--- src/rtl/lru_kvc_pkg.sv ---
// ----------------------------------------------------------------------------
// LRU key/value cache package
// Shared widths, constants and the command/status bundles that pass between
// the sequencer and the datapath.
// ----------------------------------------------------------------------------
`default_nettype none

package lru_kvc_pkg;

    localparam int DATA_W   = 32;
    localparam int CAP_W    = 5;
    localparam int S_DATA_W = 64;
    localparam int S_USER_W = 1;
    localparam int M_DATA_W = 72;

    localparam logic [CAP_W-1:0]  CAP_RESET  = 5'd16;
    localparam logic [DATA_W-1:0] MISS_VALUE = 32'hFFFF_FFFF;

    localparam logic OP_GET = 1'b0;
    localparam logic OP_PUT = 1'b1;

    // At most one operation per cycle is issued by the sequencer; none while it waits in idle or on a busy output.
    typedef struct packed {
        logic capture;
        logic match;
        logic touch;
        logic evict;
        logic insert;
        logic load_out;
    } t_cmd;

    typedef struct packed {
        logic hit_now;
        logic is_put;
        logic full;
        logic over_cap;
        logic out_free;
    } t_status;

endpackage

`default_nettype wire

--- src/rtl/lru_kvc_dp.sv ---
// ----------------------------------------------------------------------------
// LRU key/value cache datapath
// Key compare lanes, recency ranks, value memory, capacity register and the
// result register.
// ----------------------------------------------------------------------------
`default_nettype none

module lru_kvc_dp #(
    parameter int MAX_ENTRIES = 16
) (
    input  wire logic                             i_clk,
    input  wire logic                             i_rst_n,
    input  wire lru_kvc_pkg::t_cmd                i_cmd,
    output lru_kvc_pkg::t_status                  o_status,
    input  wire logic                             i_cfg_wr_en,
    input  wire logic [lru_kvc_pkg::CAP_W-1:0]    i_cfg_wr_data,
    input  wire logic                             i_in_op,
    input  wire logic [lru_kvc_pkg::DATA_W-1:0]   i_in_key,
    input  wire logic [lru_kvc_pkg::DATA_W-1:0]   i_in_value,
    input  wire logic                             i_out_ready,
    output logic                                  o_out_valid,
    output logic [lru_kvc_pkg::M_DATA_W-1:0]      o_out_data
);

    localparam int IDX_W = (MAX_ENTRIES > 1) ? $clog2(MAX_ENTRIES) : 1;
    localparam int CNT_W = $clog2(MAX_ENTRIES + 1);
    localparam int CMP_W = (CNT_W > lru_kvc_pkg::CAP_W) ? CNT_W : lru_kvc_pkg::CAP_W;
    localparam int DW    = lru_kvc_pkg::DATA_W;
    localparam int PAD_W = lru_kvc_pkg::M_DATA_W - (2 * DW + 2);

    // Entry lanes and occupancy.
    logic [MAX_ENTRIES-1:0] r_valid;
    logic [DW-1:0]          r_key [MAX_ENTRIES];
    logic [IDX_W-1:0]       r_rank [MAX_ENTRIES];
    logic [CNT_W-1:0]       r_occ;
    logic [DW-1:0]          r_val_mem [MAX_ENTRIES];
    logic [DW-1:0]          r_rd_data;

    logic [lru_kvc_pkg::CAP_W-1:0] r_capacity;

    // Captured transaction and per-operation results.
    logic                   r_in_op;
    logic [DW-1:0]          r_in_key;
    logic [DW-1:0]          r_in_value;
    logic                   r_hit;
    logic [MAX_ENTRIES-1:0] r_hit_oh;
    logic [IDX_W-1:0]       r_hit_idx;
    logic                   r_ev;
    logic [DW-1:0]          r_ev_key;

    logic                        r_out_valid;
    logic [lru_kvc_pkg::M_DATA_W-1:0] r_out_data;

    logic [MAX_ENTRIES-1:0] match_vec;
    logic [IDX_W-1:0]       match_idx;
    logic [MAX_ENTRIES-1:0] oldest_vec;
    logic [MAX_ENTRIES-1:0] victim_oh;
    logic [MAX_ENTRIES-1:0] free_oh;
    logic [IDX_W-1:0]       free_idx;
    logic [IDX_W-1:0]       touch_rank;
    logic [DW-1:0]          victim_key;
    logic [CNT_W-1:0]       occ_dec;
    logic [DW-1:0]          read_value;

    always_comb begin
        match_idx  = '0;
        free_idx   = '0;
        touch_rank = '0;
        victim_key = '0;
        for (int i = 0; i < MAX_ENTRIES; i++) begin
            match_vec[i]  = r_valid[i] && (r_key[i] == r_in_key);
            oldest_vec[i] = r_valid[i] && (r_rank[i] == '0);
        end
        // Isolate the lowest set bit of each candidate vector.
        victim_oh = oldest_vec & (~oldest_vec + MAX_ENTRIES'(1));
        free_oh   = ~r_valid & (r_valid + MAX_ENTRIES'(1));
        for (int i = 0; i < MAX_ENTRIES; i++) begin
            if (match_vec[i]) begin
                match_idx = match_idx | IDX_W'(i);
            end
            if (free_oh[i]) begin
                free_idx = free_idx | IDX_W'(i);
            end
            if (r_hit_oh[i]) begin
                touch_rank = touch_rank | r_rank[i];
            end
            if (victim_oh[i]) begin
                victim_key = victim_key | r_key[i];
            end
        end
    end

    assign occ_dec = r_occ - 1'b1;

    // Ranks, valid bits and occupancy.
    always_ff @(posedge i_clk) begin
        if (!i_rst_n) begin
            r_valid <= '0;
            r_occ   <= '0;
            for (int i = 0; i < MAX_ENTRIES; i++) begin
                r_rank[i] <= '0;
            end
        end else begin
            if (i_cmd.touch) begin
                for (int i = 0; i < MAX_ENTRIES; i++) begin
                    if (r_valid[i] && (r_rank[i] > touch_rank)) begin
                        r_rank[i] <= r_rank[i] - 1'b1;
                    end
                end
                r_rank[r_hit_idx] <= occ_dec[IDX_W-1:0];
            end
            if (i_cmd.evict && (|victim_oh)) begin
                r_valid <= r_valid & ~victim_oh;
                for (int i = 0; i < MAX_ENTRIES; i++) begin
                    if (victim_oh[i]) begin
                        r_rank[i] <= '0;
                    end else if (r_valid[i] && (r_rank[i] != '0)) begin
                        r_rank[i] <= r_rank[i] - 1'b1;
                    end
                end
                r_occ <= occ_dec;
            end
            if (i_cmd.insert && (|free_oh)) begin
                r_valid          <= r_valid | free_oh;
                r_rank[free_idx] <= r_occ[IDX_W-1:0];
                r_occ            <= r_occ + 1'b1;
            end
        end
    end

    // Keys are written only into a free lane.
    always_ff @(posedge i_clk) begin
        for (int i = 0; i < MAX_ENTRIES; i++) begin
            if (i_cmd.insert && free_oh[i]) begin
                r_key[i] <= r_in_key;
            end
        end
    end

    // Value memory: one write port, one registered read port.
    always_ff @(posedge i_clk) begin
        if (i_cmd.touch && (r_in_op == lru_kvc_pkg::OP_PUT)) begin
            r_val_mem[r_hit_idx] <= r_in_value;
        end else if (i_cmd.insert && (|free_oh)) begin
            r_val_mem[free_idx] <= r_in_value;
        end
        r_rd_data <= r_val_mem[r_hit_idx];
    end

    always_ff @(posedge i_clk) begin
        if (!i_rst_n) begin
            r_capacity <= lru_kvc_pkg::CAP_RESET;
        end else if (i_cfg_wr_en) begin
            r_capacity <= i_cfg_wr_data;
        end
    end

    always_ff @(posedge i_clk) begin
        if (i_cmd.capture) begin
            r_in_op    <= i_in_op;
            r_in_key   <= i_in_key;
            r_in_value <= i_in_value;
        end
        if (i_cmd.match) begin
            r_hit     <= |match_vec;
            r_hit_oh  <= match_vec;
            r_hit_idx <= match_idx;
            r_ev      <= 1'b0;
            r_ev_key  <= '0;
        end
        if (i_cmd.evict) begin
            r_ev     <= 1'b1;
            r_ev_key <= victim_key;
        end
    end

    always_comb begin
        if (r_in_op == lru_kvc_pkg::OP_PUT) begin
            read_value = '0;
        end else if (r_hit) begin
            read_value = r_rd_data;
        end else begin
            read_value = lru_kvc_pkg::MISS_VALUE;
        end
    end

    // Result register; a new result may load in the cycle the old one leaves.
    always_ff @(posedge i_clk) begin
        if (!i_rst_n) begin
            r_out_valid <= 1'b0;
        end else if (i_cmd.load_out) begin
            r_out_valid <= 1'b1;
        end else if (i_out_ready) begin
            r_out_valid <= 1'b0;
        end
    end

    always_ff @(posedge i_clk) begin
        if (i_cmd.load_out) begin
            r_out_data <= {PAD_W'(0), r_ev_key, r_ev, read_value, r_hit};
        end
    end

    assign o_out_valid = r_out_valid;
    assign o_out_data  = r_out_data;

    assign o_status.hit_now  = |match_vec;
    assign o_status.is_put   = (r_in_op == lru_kvc_pkg::OP_PUT);
    assign o_status.full     = (r_occ == CNT_W'(MAX_ENTRIES));
    assign o_status.over_cap = !r_ev && (CMP_W'(r_occ) > CMP_W'(r_capacity));
    assign o_status.out_free = !r_out_valid || i_out_ready;

endmodule

`default_nettype wire

--- src/rtl/lru_kvc_ctrl.sv ---
// ----------------------------------------------------------------------------
// LRU key/value cache sequencer
// Steps one transaction through lookup, refresh, insert and eviction.
// ----------------------------------------------------------------------------
`default_nettype none

module lru_kvc_ctrl (
    input  wire logic                    i_clk,
    input  wire logic                    i_rst_n,
    input  wire logic                    i_in_valid,
    output logic                         o_in_ready,
    input  wire lru_kvc_pkg::t_status    i_status,
    output lru_kvc_pkg::t_cmd            o_cmd
);

    typedef enum logic [7:0] {
        S_IDLE       = 8'b0000_0001,
        S_MATCH      = 8'b0000_0010,
        S_TOUCH      = 8'b0000_0100,
        S_EVICT_PRE  = 8'b0000_1000,
        S_INSERT     = 8'b0001_0000,
        S_CHECK      = 8'b0010_0000,
        S_EVICT_POST = 8'b0100_0000,
        S_RESP       = 8'b1000_0000
    } t_state;

    t_state r_state;
    t_state n_state;

    always_ff @(posedge i_clk) begin
        if (!i_rst_n) begin
            r_state <= S_IDLE;
        end else begin
            r_state <= n_state;
        end
    end

    always_comb begin
        n_state = r_state;
        o_cmd   = '0;
        unique case (r_state)
            S_IDLE: begin
                if (i_in_valid) begin
                    o_cmd.capture = 1'b1;
                    n_state       = S_MATCH;
                end
            end
            S_MATCH: begin
                o_cmd.match = 1'b1;
                if (i_status.hit_now) begin
                    n_state = S_TOUCH;
                end else if (!i_status.is_put) begin
                    n_state = S_RESP;
                end else if (i_status.full) begin
                    n_state = S_EVICT_PRE;
                end else begin
                    n_state = S_INSERT;
                end
            end
            S_TOUCH: begin
                o_cmd.touch = 1'b1;
                n_state     = i_status.is_put ? S_CHECK : S_RESP;
            end
            S_EVICT_PRE: begin
                // A full store frees its oldest lane before the new key lands.
                o_cmd.evict = 1'b1;
                n_state     = S_INSERT;
            end
            S_INSERT: begin
                o_cmd.insert = 1'b1;
                n_state      = S_CHECK;
            end
            S_CHECK: begin
                n_state = i_status.over_cap ? S_EVICT_POST : S_RESP;
            end
            S_EVICT_POST: begin
                o_cmd.evict = 1'b1;
                n_state     = S_RESP;
            end
            S_RESP: begin
                if (i_status.out_free) begin
                    o_cmd.load_out = 1'b1;
                    n_state        = S_IDLE;
                end
            end
            default: begin
                n_state = S_IDLE;
            end
        endcase
    end

    assign o_in_ready = (r_state == S_IDLE);

endmodule

`default_nettype wire

--- src/rtl/lru_key_value_cache_core.sv ---
// ----------------------------------------------------------------------------
// LRU key/value cache core
// Fully associative key/value store with least-recently-used replacement.
// ----------------------------------------------------------------------------
// Each transaction is a get (tuser 0) or a put (tuser 1) on a 32-bit key and
// produces exactly one result. A sequencer steps one operation per clock
// through the datapath: a get miss passes through capture, match and
// response; a get hit adds a refresh; a put of a present key refreshes and
// then checks capacity; a put of a new key inserts and checks capacity; and a
// put that evicts does so before the insert (full store) or after the check
// (over capacity). The next transaction is accepted in the cycle after the
// load of the result register, while the previous result may still wait on
// the output. If that earlier result has not left by the load cycle, the
// sequencer holds in its last step until the output register frees up. Key
// compare runs over all lanes at once; values live in a memory with a
// registered read. The capacity register may be written only while the block
// is idle; values above MAX_ENTRIES act as MAX_ENTRIES, and lowering it below
// the occupancy evicts one entry per later put.
`default_nettype none

module lru_key_value_cache_core #(
    parameter int MAX_ENTRIES = 16
) (
    input  wire logic                                i_clk,
    input  wire logic                                i_rst_n,
    input  wire logic                                i_cfg_wr_en,
    input  wire logic [lru_kvc_pkg::CAP_W-1:0]       i_cfg_wr_data,
    input  wire logic                                i_s_axis_tvalid,
    output logic                                     o_s_axis_tready,
    // [31:0] lookup_key, [63:32] store_value
    input  wire logic [lru_kvc_pkg::S_DATA_W-1:0]    i_s_axis_tdata,
    // [0] opcode
    input  wire logic [lru_kvc_pkg::S_USER_W-1:0]    i_s_axis_tuser,
    output logic                                     o_m_axis_tvalid,
    input  wire logic                                i_m_axis_tready,
    // [0] hit, [32:1] read_value, [33] evicted, [65:34] evicted_key, [71:66] zero
    output logic [lru_kvc_pkg::M_DATA_W-1:0]         o_m_axis_tdata
);

    lru_kvc_pkg::t_cmd    cmd;
    lru_kvc_pkg::t_status status;

    lru_kvc_ctrl u_ctrl (
        .i_clk      (i_clk),
        .i_rst_n    (i_rst_n),
        .i_in_valid (i_s_axis_tvalid),
        .o_in_ready (o_s_axis_tready),
        .i_status   (status),
        .o_cmd      (cmd)
    );

    lru_kvc_dp #(
        .MAX_ENTRIES (MAX_ENTRIES)
    ) u_dp (
        .i_clk         (i_clk),
        .i_rst_n       (i_rst_n),
        .i_cmd         (cmd),
        .o_status      (status),
        .i_cfg_wr_en   (i_cfg_wr_en),
        .i_cfg_wr_data (i_cfg_wr_data),
        .i_in_op       (i_s_axis_tuser[0]),
        .i_in_key      (i_s_axis_tdata[31:0]),
        .i_in_value    (i_s_axis_tdata[63:32]),
        .i_out_ready   (i_m_axis_tready),
        .o_out_valid   (o_m_axis_tvalid),
        .o_out_data    (o_m_axis_tdata)
    );

endmodule

`default_nettype wire
--- config.mk ---
export PLATFORM = sky130hd
export DESIGN_NAME = lru_key_value_cache_core
export DESIGN_NICKNAME = d
export VERILOG_FILES = /design/src/rtl/lru_kvc_pkg.sv /design/src/rtl/lru_kvc_dp.sv /design/src/rtl/lru_kvc_ctrl.sv /design/src/rtl/lru_key_value_cache_core.sv
export SDC_FILE = /design/constraint.sdc
export NUM_CORES = 2
export LEC_CHECK = 0
export BUFFER_PORTS_ARGS = -buffer_cell sky130_fd_sc_hd__buf_2
export CAP_MARGIN = 20
export CORE_MARGIN = 1.5
export CORE_UTILIZATION = 45
export CTS_CLUSTER_DIAMETER = 80
export DETAILED_ROUTE_END_ITERATION = 10
export GPL_TIMING_DRIVEN = 0
export MAX_ROUTING_LAYER = met4
export REMOVE_ABC_BUFFERS = 1
export SLEW_MARGIN = 20
export SYNTH_ARGS = -nofsm -noshare
export SYNTH_HDL_FRONTEND = slang
export SYNTH_SLANG_ARGS = --single-unit
--- constraint.sdc ---
create_clock -name i_clk -period 11.4 [get_ports i_clk]
set_input_delay 0.57 -clock i_clk [delete_from_list [all_inputs] [get_ports i_clk]]
set_output_delay 0.57 -clock i_clk [all_outputs]
set_load 0.005 [all_outputs]
* Word level (Yosys, flattened, before mapping) *
Memories as Yosys holds them, arrays and structs flattened. A register that Yosys moved wholly into a read port is not among the register bits.
Cells that the tools add are included.
W data, S select, Z words.

word-level totals
  register bits = 220
  memory bits (writable) = 1088
  output and inout port bits = 74
  memories = 3

memories
  name            words  width  read ports  clocked after memory_dff  write ports  line              text
  u_dp.r_key      16     32     16          0                         1            lru_kvc_dp.sv:33  logic [DW-1:0] r_key [MAX_ENTRIES];
  u_dp.r_val_mem  16     32     1           1                         1            lru_kvc_dp.sv:36  logic [DW-1:0] r_val_mem [MAX_ENTRIES];
  u_dp.r_rank     16     4      16          0                         17           lru_kvc_dp.sv:34  logic [IDX_W-1:0] r_rank [MAX_ENTRIES];

cells by class
  add/sub/neg operators = 20
  order comparisons = 17
  eq/ne operators = 27
  mux-type cells = 435
  bitwise logic cells = 85
  reductions and logical operators = 147

operators by type and width
  operator                 number
  $mux W32                 35
  $eq A32 B32 Y1           16
  $reduce_or A32 Y1        16
  $or A32 B32 Y32          15
  $mux W4                  96
  $mux W1                  280
  $logic_and A1 B1 Y1      84
  $gt A4 B4 Y1             16
  $logic_not A4 Y1         16
  $pmux W8 S8              1
  $reduce_bool A4 Y1       16
  $sub A4 B1 Y4 const B    16
  $or A4 B4 Y4             15
  $and A16 B16 Y16         3
  $mux W8                  6
  $not A16 Y16             3
  $or A1 B1 Y1             48
  $reduce_or A16 Y1        3
  $add A16 B1 Y16 const B  2
  $mux W16                 2
  $mux W3                  8
  $or A16 B16 Y16          1
  $mux W5                  3
  $eq A8 B1 Y1 const B     1
  other kinds (20)         29

* Logic depth before layout (Yosys ltp) *
An unclocked memory read counts as a cell.

  depth in word-level cells = 42
  gate-level depth with buffers = 13

* Hierarchy *
From an unflattened synthesis, not the netlist that was laid out.

second synthesis, totals
  cell total of the unflattened synthesis = 3948
  area total of the unflattened synthesis = 59817.4 um^2

modules (own cells, without submodules)
  module        times used  cells each  area each (um^2)
  lru_kvc_dp    1           3887        59308.1
  lru_kvc_ctrl  1           61          509.2

* Worst setup path after synthesis *
No wires, ideal clock.

  kind = flip-flop to flip-flop
  start point = register u_ctrl.r_state[7]
  end point = memory u_dp.r_key[1][224] in the netlist's numbering, enable pin
  library setup time = 0.501 ns
  arrival = 4.337 ns
  data required time = 10.899 ns
  path slack = 6.562 ns
  cell stages (with the launch flop) = 6
  buffers on the path = 1
  clock period less this slack = 4.838 ns
  path through = dfxtp_1 > nor4_2 > and4b_1 > buf_2 > nand3_1 > nor4_1

between the ends
  longest elaborated chain between the ends = 21
  elaborated cells between the ends (all ways) = 95
  classes of those cells = eq/ne: 1; mux: 63; reduce/logical: 31

RTL lines
  item                                                                line                text
  start, declared                                                     lru_kvc_ctrl.sv:27  t_state r_state;
  start signal, assigned                                              lru_kvc_ctrl.sv:34  r_state <= n_state;
  $eq A8 B5 Y1 *                                                      lru_kvc_ctrl.sv:41  unique case (r_state)
  $mux W1 *                                                           lru_kvc_ctrl.sv:41
  $logic_and A1 B1 Y1                                                 lru_kvc_dp.sv:134   if (i_cmd.insert && free_oh[i]) begin
  $mux W1                                                             lru_kvc_dp.sv:134
  $mux W1 (implied by the code)                                       lru_kvc_dp.sv:135   r_key[i] <= r_in_key;
  $reduce_or A32 Y1 (no line)                                         --
  $mux W4 (no line) / $mux W1 (equally long branches) (15 in series)  --
  end, declared                                                       lru_kvc_dp.sv:33

Every way passes the cells marked *; elsewhere a longest branch is shown, timed or not.

* Final worst setup path *
  start point = register u_dp.r_valid[4]
  end point = memory u_dp.r_val_mem[13][20] in the netlist's numbering, enable pin

between the ends
  longest elaborated chain between the ends = 15
  elaborated cells between the ends (all ways) = 23
  classes of those cells = add/sub: 1; mux: 17; bitwise: 2; reduce/logical: 3

RTL lines
  item                                                    line               text
  start, declared                                         lru_kvc_dp.sv:32   logic [MAX_ENTRIES-1:0] r_valid;
  start signal, assigned                                  lru_kvc_dp.sv:113  r_valid <= r_valid & ~victim_oh;
  start signal, assigned                                  lru_kvc_dp.sv:124  r_valid <= r_valid | free_oh;
  $add A16 B1 Y16 / $not A16 Y16 (equally long branches)  lru_kvc_dp.sv:76   free_oh = ~r_valid & (r_valid + MAX_ENTRIES'(1));
  $and A16 B16 Y16 *                                      lru_kvc_dp.sv:76
  $mux W3 (4 in series)                                   lru_kvc_dp.sv:81   if (free_oh[i]) begin
  $mux W4 (8 in series)                                   lru_kvc_dp.sv:81
  $mux W4 (no line)                                       --
  end, declared                                           lru_kvc_dp.sv:36

Marks and branches as above.

==> metrics <==
status complete, no violations; Cells after Synth 3963; initial antenna violation count 2; Root Buffer clkbuf_16; average routed wire per standard cell 29.9 um; post-synthesis sequential area ratio 66.0%; Primary FF master, synth edfxtp_1; Post-Syn Area 0.0599 mm^2; Detailed Route WL 186 mm; Final min period 4560 ps; core area 0.132 mm^2; Combinational Power Share 5.8%; Metal-1 WL 78.2 mm; worst skew pair latency 810 ps; pwr dens 154 mW/mm^2; reg2reg path depth 9; Post-synth EDFFs 1272; internal power 0.00846 W; CTS Sinks 1340; Die ar. 0.135 mm^2; Setup WS pre-CTS 6980 ps; H-tree Lvls 4; first-pass GRT wire length 265 mm; Fmax 0.219 GHz; worst setup path class flop to flop; CP Capture Type flop; Post-Layout Inst Area 0.0716 mm^2; via count 38.2k; Clock power frac 43.5%; Cell Count, Final, Fillers Out 6225; largest fanout on the critical path 13; number of cell rows 133; Die W 368 um; global-route usage over all layers 28.0%; CTS tree done; Vias per Instance 6.13; Final Hold Viols 0; Syn-to-layout area delta 19.4%; drt initial violations 4761; synthesized area per cell 15.1 um^2; synth warn 0; Ports 149; number of CTS-inserted buffers 147; largest net degree at the start of global routing 67; worst reg2reg endpoint u_dp.r_val_mem[13][20]; Hold Crit Depth 2; Final Cycle Share 40.0%; Detail Placement HPWL 137 mm; Yosys reg bits 1340; RSZ-0062 raised after global routing false; layout net count 4517; Hold WC Path Type input port to flop; DR WL met3 13.3 mm; Sw Ratio 23.0%; max-slew violation count 0; Netlist cell types 89; most common cell after layout, fill and taps aside edfxtp_1; async set-reset flop share out of synthesis 0%; relative slew slack 26.5%; DR WL met2 88.8 mm; Hold Startpoint i_s_axis_tvalid; drt first pass iters 9; Die Y 368 um; P_leak 23.2 nW; Clk pin slew, worst setup/hold paths 60 ps; Resized cells post-CTS 0; Critical Path RT 11900 ps; Clock Path Buffers 3; GPL Wtd Cong 0.975; Remaining DRCs 0; PortBufs 142; commonest non-fill, non-tap cells in the layout 1272 x edfxtp_1, 419 x xnor2_1, 254 x nand2_1; dpl cells 5882; placed cell area 0.0660 mm^2; critical register-to-register path startpoint u_dp.r_valid[4]; worst-margin pin slew 1090 ps; highest ir drop seen on vdd 189 uV; Final setup viols 0; worst-case clock skew 57.8 ps; Seq pwr share 50.7%; Psw 0.00253 W; Setup Fix Bufs, Post-CTS 0; CP Data Arrival Time 5060 ps; Final WS setup 6840 ps; # Max-Cap Violations 0; vias in the first global route 37.0k; FF-to-FF setup slack 6840 ps; hold endpoint u_ctrl.r_state[1]; Initial Util 45.5%; GR Overflow Total 0; highest metal used met4; share of cells above drive strength 1 18.9%; Critical Path Source Type flop; ANT nets after route 0
## stage by stage
step	hold WS (ps)	power (W)	TNS [ps]	utilization [%]
floorplan	400	0.00597	0	-
CTS	1.58	0.0111	0	54.3
global route	43.0	0.0113	0	54.3
detailed placement	405	0.00629	0	50.1
global placement	403	0.00622	-249930	46.9
finish	55.6	0.0110	0	54.3
## worst max path at each step
| stage | from | end | slack (ps) | cells past startpoint |
|---|---|---|---|---|
| final | u_dp.r_valid[4] | u_dp.r_val_mem[13][20] | 6840 | 9 |
| after global routing | u_dp.r_valid[4] | u_dp.r_val_mem[13][23] | 6790 | 9 |
| after CTS | u_dp.r_valid[4] | u_dp.r_val_mem[13][15] | 6950 | 9 |
| after detailed placement | u_dp.r_valid[4] | u_dp.r_val_mem[13][13] | 6980 | 9 |
| after global placement | u_dp.r_rank[1][0] | u_dp.r_ev_key[30] | -1530 | 10 |
| after floorplan | u_dp.r_hit_idx[0] | u_dp.r_val_mem[13][0] | 3950 | 3 |
## Yosys cell counts, types with 82 or more instances
master / instances / area share, %
inv_1: 94 / 0.59
ha_1: 101 / 2.1
edfxtp_1: 1272 / 64
nor2_1: 96 / 0.60
buf_2: 92 / 0.77
nand4_1: 179 / 1.9
mux4_2: 160 / 6.0
clkbuf_1: 93 / 0.58
nand3_1: 82 / 0.68
nor4_1: 90 / 0.94
xnor2_1: 421 / 6.2
xor2_1: 128 / 1.9
nand2_1: 256 / 1.6
a22oi_1: 86 / 1.1
## cells by family (layout without fill, tap and decap cells)
| group | count (synthesis) | in the layout | synth area share, % |
|---|---|---|---|
| DFF | 1340 | 1340 | 66.0 |
| and+or+nand+nor | 961 | 961 | 8.78 |
| xor gates and xnor gates | 549 | 549 | 8.02 |
| AOI/OAI and AO/OA | 539 | 539 | 6.75 |
| buffers and inverters | 307 | 805 | 2.21 |
| muxes | 165 | 165 | 6.10 |
| adders and majority gates | 101 | 101 | 2.11 |
| other | 1 | 10 | 0.00626 |
## power by group through the flow
stage               Sequential (W)  Clock (W)  Combinational, W
finish                     0.00558    0.00479          0.000635
global placement           0.00580          0          0.000419
global route               0.00558    0.00504          0.000672
detailed placement         0.00568          0          0.000609
CTS                        0.00557    0.00486          0.000628
floorplan                  0.00569          0          0.000281
## layout make-up
class	count	area (um^2)
flip-flops and latches	1340	39600
fillers	10651	60200
clock buffers	205	4070
multi-input cells	2321	19500
inverters	94	353
well taps	1755	2200
diodes	4	10.0
repair buffers	437	5100
clock inverters	69	792
## worst max-delay path, stage by stage, from the launching register on
cell,delay [ps]
dfxtp_1,910
nand4_2,440
or4_4,670
o21ai_2,480
nor2_1,100
a21oi_1,260
nand2_1,300
nor2_4,620
buf_12,260
buf_16,180
## registers in the layout, summed over array words and instances, names as in the netlist
name	cells
u_dp.r_hit	1
u_dp.r_capacity	5
u_dp.r_val_mem	512
u_dp.r_valid	16
u_dp.r_rd_data	32
u_dp.r_in_value	32
u_dp.r_occ	5
u_dp.o_out_valid	1
u_dp.r_ev	1
u_dp.r_key	512
u_dp.r_ev_key	32
u_dp.r_hit_idx	4
u_dp.o_out_data	66
u_dp.r_in_key	32
u_dp.r_rank	64
u_dp.r_in_op	1
u_ctrl.r_state	8
u_dp.r_hit_oh	16
## repair_timing
item                       CTS  global route
hold buffers                65             0
hold endpoints to repair    65             0
setup endpoints to repair    0             0
## layer usage
metal / vias up / global-route usage (%)
met2: 1736 / 43.7
met5: - / -
li1: 16453 / -
met3: 309 / 3.87
met4: 0 / 8.63
met1: 19682 / 38.0
No activity file was read; power rests on OpenSTA's default activity.
